File: src/rtl/window_coefficient_generator_top_defines.svh
// Assertion macros for the window coefficient generator.
// Included by modules that check their own pipeline; no other dependencies.
`ifndef WINDOW_COEFFICIENT_GENERATOR_TOP_DEFINES_SVH
`define WINDOW_COEFFICIENT_GENERATOR_TOP_DEFINES_SVH

// Same-cycle implication, checked on clk outside reset
`define WCG_ASSERT_IMP(label, ante, cons, msg) \
  label: assert property (@(posedge clk) disable iff (rst) (ante) |-> (cons)) else $error(msg);

// Next-cycle implication, checked on clk outside reset
`define WCG_ASSERT_NXT(label, ante, cons, msg) \
  label: assert property (@(posedge clk) disable iff (rst) (ante) |=> (cons)) else $error(msg);

`endif

File: src/rtl/wcg_pkg.sv
// Shared types, constants and tables for the window coefficient generator.
// No dependencies.
package wcg_pkg;

  localparam int MAX_LENGTH    = 4096;
  localparam int FRACTION_BITS = 16;
  localparam int TAP_W         = 12;
  localparam int LEN_W         = 13;
  localparam int COEF_W        = 18;
  localparam int CFG_IDX_W     = 2;
  localparam int CFG_DATA_W    = 13;

  localparam int DIV_STEPS     = 33;
  localparam int CORDIC_STEPS  = 24;
  localparam int STEP_W        = 5;
  localparam int CW            = 34;   // CORDIC datapath width
  localparam int SUM_W         = 36;

  // stage bookkeeping: meta[k] travels with stage k+1
  localparam int PIPE_DEPTH    = DIV_STEPS + CORDIC_STEPS + 4;
  localparam int META_Q        = DIV_STEPS + CORDIC_STEPS + 1;
  localparam int META_P        = META_Q + 1;
  localparam int META_S        = PIPE_DEPTH - 1;

  localparam logic signed [CW-1:0] CORDIC_GAIN = CW'(652032874);
  localparam logic [29:0] W054 = 30'd579820585;
  localparam logic [29:0] W046 = 30'd493921239;
  localparam logic [29:0] W042 = 30'd450971566;
  localparam logic [29:0] W008 = 30'd85899346;
  localparam logic [29:0] W050 = 30'd536870912;
  localparam logic [30:0] Q30_ONE = 31'd1073741824;

  localparam logic [CFG_IDX_W-1:0] REG_TYPE   = CFG_IDX_W'(0);
  localparam logic [CFG_IDX_W-1:0] REG_LENGTH = CFG_IDX_W'(1);

  typedef enum logic [1:0] {
    WIN_BOXCAR,
    WIN_HANN,
    WIN_HAMMING,
    WIN_BLACKMAN
  } win_t;

  typedef enum logic [1:0] {
    ST_OK,
    ST_RANGE,
    ST_UNDEF
  } status_t;

  // long-division cell payload
  typedef struct packed {
    logic [LEN_W-1:0]   rem;
    logic [LEN_W-1:0]   dvs;
    logic [DIV_STEPS-1:0] quo;
  } div_t;

  // CORDIC cell payload
  typedef struct packed {
    logic signed [CW-1:0] x;
    logic signed [CW-1:0] y;
    logic signed [CW-1:0] z;
    logic [1:0]           quad;
  } cordic_t;

  typedef struct packed {
    logic    valid;
    win_t    win;
    status_t st;
  } meta_t;

  // arctangent of 2^-k in 2^32-per-turn units
  function automatic logic [29:0] atan_turn(input logic [STEP_W-1:0] k);
    logic [29:0] a;
    begin
      case (k)
        5'd0:  a = 30'd536870912;
        5'd1:  a = 30'd316933406;
        5'd2:  a = 30'd167458907;
        5'd3:  a = 30'd85004756;
        5'd4:  a = 30'd42667331;
        5'd5:  a = 30'd21354465;
        5'd6:  a = 30'd10679838;
        5'd7:  a = 30'd5340245;
        5'd8:  a = 30'd2670163;
        5'd9:  a = 30'd1335087;
        5'd10: a = 30'd667544;
        5'd11: a = 30'd333772;
        5'd12: a = 30'd166886;
        5'd13: a = 30'd83443;
        5'd14: a = 30'd41722;
        5'd15: a = 30'd20861;
        5'd16: a = 30'd10430;
        5'd17: a = 30'd5215;
        5'd18: a = 30'd2608;
        5'd19: a = 30'd1304;
        5'd20: a = 30'd652;
        5'd21: a = 30'd326;
        5'd22: a = 30'd163;
        5'd23: a = 30'd81;
        default: a = '0;
      endcase
      return a;
    end
  endfunction

endpackage

File: src/rtl/wcg_div_cell.sv
// One restoring long-division cell: one quotient bit per cycle.
// Depends on wcg_pkg.
module wcg_div_cell
  import wcg_pkg::*;
(
  input  logic clk,
  input  div_t din,
  output div_t dout
);

  logic [LEN_W:0] r2;
  logic [LEN_W:0] diff;
  logic           ge;
  div_t           dout_next;

  // shift remainder, trial subtract, emit quotient bit
  always_comb begin
    r2   = {din.rem, 1'b0};
    diff = r2 - {1'b0, din.dvs};
    ge   = (r2 >= {1'b0, din.dvs});
    dout_next.dvs = din.dvs;
    dout_next.rem = ge ? diff[LEN_W-1:0] : r2[LEN_W-1:0];
    dout_next.quo = {din.quo[DIV_STEPS-2:0], ge};
  end

  always_ff @(posedge clk) begin
    dout <= dout_next;
  end

endmodule

File: src/rtl/wcg_div_chain.sv
// Row of division cells producing a 33-bit fraction floor(r*2^33/d).
// Depends on wcg_pkg and wcg_div_cell.
module wcg_div_chain
  import wcg_pkg::*;
(
  input  logic clk,
  input  div_t din,
  output div_t dout
);

  div_t link [DIV_STEPS+1];

  assign link[0] = din;

  for (genvar s = 0; s < DIV_STEPS; s++) begin : g_cell
    wcg_div_cell u_cell (
      .clk  (clk),
      .din  (link[s]),
      .dout (link[s+1])
    );
  end

  assign dout = link[DIV_STEPS];

endmodule

File: config.mk
export PLATFORM = sky130hd
export DESIGN_NAME = wcg_div_chain
export DESIGN_NICKNAME = d
export VERILOG_FILES = /design/src/rtl/window_coefficient_generator_top_defines.svh /design/src/rtl/wcg_pkg.sv /design/src/rtl/wcg_div_cell.sv /design/src/rtl/wcg_div_chain.sv
export SDC_FILE = /design/constraint.sdc
export NUM_CORES = 2
export LEC_CHECK = 0
export ABC_AREA = 1
export BUFFER_PORTS_ARGS = -buffer_cell sky130_fd_sc_hd__buf_4
export CELL_PAD_IN_SITES_DETAIL_PLACEMENT = 1
export CELL_PAD_IN_SITES_GLOBAL_PLACEMENT = 1
export CORE_UTILIZATION = 32
export CTS_CLUSTER_DIAMETER = 40
export CTS_CLUSTER_SIZE = 25
export DETAILED_ROUTE_END_ITERATION = 10
export PLACE_DENSITY_LB_ADDON = 0.1
export SLEW_MARGIN = 30
export SYNTH_ARGS = -nofsm -noshare
export SYNTH_HDL_FRONTEND = slang
export SYNTH_SLANG_ARGS = --single-unit
File: constraint.sdc
create_clock -name clk -period 2.4 [get_ports clk]
set_input_delay 0.12 -clock clk [delete_from_list [all_inputs] [get_ports clk]]
set_output_delay 0.12 -clock clk [all_outputs]
set_load 0.05 [all_outputs]
==> flow_summary.yaml <==
sta:
  whs_ns: 0.1517
  fmax_ghz: 0.4501
  period_needed_ns: 2.221
  hold_violations: 0
  fin_ws_ns: 0.1785
  rsz0062_at_grt: "no"
  slew_violations: 0
  fin_skew_ns: 0.04052
  max-slew-margin-rel: 0.6735
  tightest_slew_ns: 0.4891
  fin_tns_setup_ns: 0
  timing.final.crit_share: 0.9256
  setup_violations: 0
synth:
  netlist_instances: 8439
  yosysWarningCount: 0
  yosysMostFrequentCell: "nand2_1"
  synth_edf_count: 0
  ys_seq_area_frac: 0.4302
  syn_avg_cell_area_um2: 7.825
  yosysTopAreaCell: "dfxtp_1"
  synth_area_um2: 66040
  synth.top_cells.by_count: "nand2_1 (2397), inv_1 (1735), dfxtp_1 (1419)"
  synth_ff_type: "dfxtp_1"
  synth_cell_type_count: 31
  synthArstFlopShare: 0
  syn_nets: 8961
  yosysTopAreaCellShare: 0.4302
  ys_top_cells_by_area: "dfxtp_1 (43%), nand2_1 (14%), inv_1 (9.9%)"
  ys_seq_elements: 1419
die:
  coreArea_um2: 204800
  die_h_um: 456.3
  design.die.area_um2: 208200
  rows: 166
  die_w_um: 456.3
  ios: 119
  start_util: 0.3225
clock_tree:
  insertion_delay_ns: 0.85
  cts.path.max_buffers: 3
  post_cts_buffers: 0
  cts_buffers: 228
  cts_tree: "built"
  cts-root-buf: "clkbuf_16"
  cts.sinks: 1419
  path_clk_slew_ns: 0.06
  htreeDepth: 4
hold_path:
  hp-start: "din[55]"
  holdPathStages: 4
  hold_path_end: "g_cell[0].u_cell.dout[56]"
  min_path_type: "input pin to flip-flop"
routing:
  drt_iter0_drc: 1981
  viasPerCell: 4.359
  wl_per_cell_um: 14.84
  ant_nets: 0
  drtPass1Iterations: 5
  vias: 51076
  post-route-drc-count: 0
  finalWirelength_um: 173800
place:
  gp_congestion: 0.8317
  dp_hpwl_um: 140900
  io_buffers: 85
  dpl_cell_area_um2: 70210
  dp.cells: 11225
  dp_slack_ns: 0.1525
setup_path:
  crit_cells: 8
  cpMostUsedCell: "inv_1"
  path_cells: "inv_1, ha_1, nand2_1, inv_1, nand3_1, nand3b_2, buf_4, a21oi_1"
  critPathTopFamily: "simple AND/OR/NAND/NOR gates"
  cp_data_arrival_time_ns: 2.91
  rrSetupSlack_ns: 0.18
  r2r_cells: 8
  r2r-end: "g_cell[6].u_cell.dout[46]"
  critPathMaxFanout: 13
  cp-end-kind: "flip-flop"
  required_ns: 3.09
  worstSetupPathType: "flip-flop to flip-flop"
  start_kind: "flip-flop"
  slowest_delay_ns: 0.43
  setup.worst_path.start: "g_cell[5].u_cell.dout[43]"
  slowest_stage: "dfxtp_1"
  rr_startpoint: "g_cell[5].u_cell.dout[43]"
  worst-path-buf-inv: 3
final_layout:
  regMostFlops: "g_cell.u_cell.dout"
  final_area_um2: 79060
  largest_reg_flops: 1419
  instances_no_fill: 11718
  drive_above_1_share: 0.1677
  reg.largest.list: "g_cell.u_cell.dout x1419"
  areaGrowthSynthToFinish_pct: 19.72
  fin_util: 0.3860
  nNetsFinal: 9344
  nFillCells: 24537
flow_run:
  maxCapViolations: 0
grt:
  grt_pass1_vias: 54337
  grt_pass1_wl_um: 285900
  grt_overflow: 0
  track_usage: 0.1691
  grt_max_degree: 22
  antenna_found_initial: 3
pwr:
  power.density_nw_per_um2: 1566
  irDropWorstVdd_mv: 0.7837
  finalPower_mw: 123.8
  p_leak_nw: 42.32
status:
  status: "complete, no violations"
[placed cells by master (no fill, tap or decap), types with 177 or more instances in the layout]
| master | count |
|---|---|
| nand2_1 | 2397 |
| nor2_1 | 286 |
| buf_4 | 181 |
| clkbuf_16 | 229 |
| dfxtp_1 | 1419 |
| nand2_2 | 257 |
| xor2_1 | 177 |
| nand4_1 | 304 |
| nand3_1 | 539 |
| inv_1 | 1735 |
| ha_1 | 429 |
| o21ai_2 | 185 |
[tightest hold or removal path, stage by stage]
cell and delay, ns:
dlygate4sd3_1 0.54, buf_4 0.11, nand3_1 0.07, nand2_1 0.11
[layout make-up]
type                       instances  area, um^2  area share
clock inverter                   187        2351     0.02974
sequential                      1419       28410      0.3593
antenna                            2       5.005  0.00006331
clock buffer                     249        5946     0.07521
inverter                        1813        6805     0.08608
tap                             2688        3363     0.04254
timing repair buffer             258        2350     0.02972
multi-input combinational       5102       29830      0.3773
[worst max path at each step]
stage,endpoint,slack [ns]
6_report,g_cell[6].u_cell.dout[46],0.18
5_1_grt,g_cell[19].u_cell.dout[52],0.03
4_1_cts,g_cell[19].u_cell.dout[52],0.11
3_5_place_dp,g_cell[19].u_cell.dout[52],0.15
3_3_place_gp,g_cell[19].u_cell.dout[52],0.16
2_1_floorplan,g_cell[23].u_cell.dout[47],0.67
[report_power, final]
part,switching (mW),leakage (nW),internal [mW]
Clock,13.5,4.00,20.5
Combinational,34.3,26.4,19.0
Sequential,4.22,11.9,32.3
[metal layers]
layer	up-vias	track usage	wire length, um
met5	-	0	0
met4	0	0.04709	3883
met3	255	0.02575	4675
met2	451	0.2841	80910
met1	23684	0.2236	84380
li1	26686	-	-
[repair_timing]
action,CTS,global route
setup endpoints to repair,0,0
hold buffers,55,0
gates resized for setup,0,0
endpoints found under the hold margin,27,0
[cell families (layout without fill, tap and decap cells)]
logic type,count (synthesis),count (layout),synth area share
fa+ha+maj,462,462,0.09129
compound gates,349,349,0.04214
other cells,0,2,0
xor+xnor,177,177,0.02348
buf+inv,1918,2507,0.1181
flops,1419,1419,0.4302
simple gates,4114,4114,0.2948
Note: power is estimated with default switching activity, not from simulation.
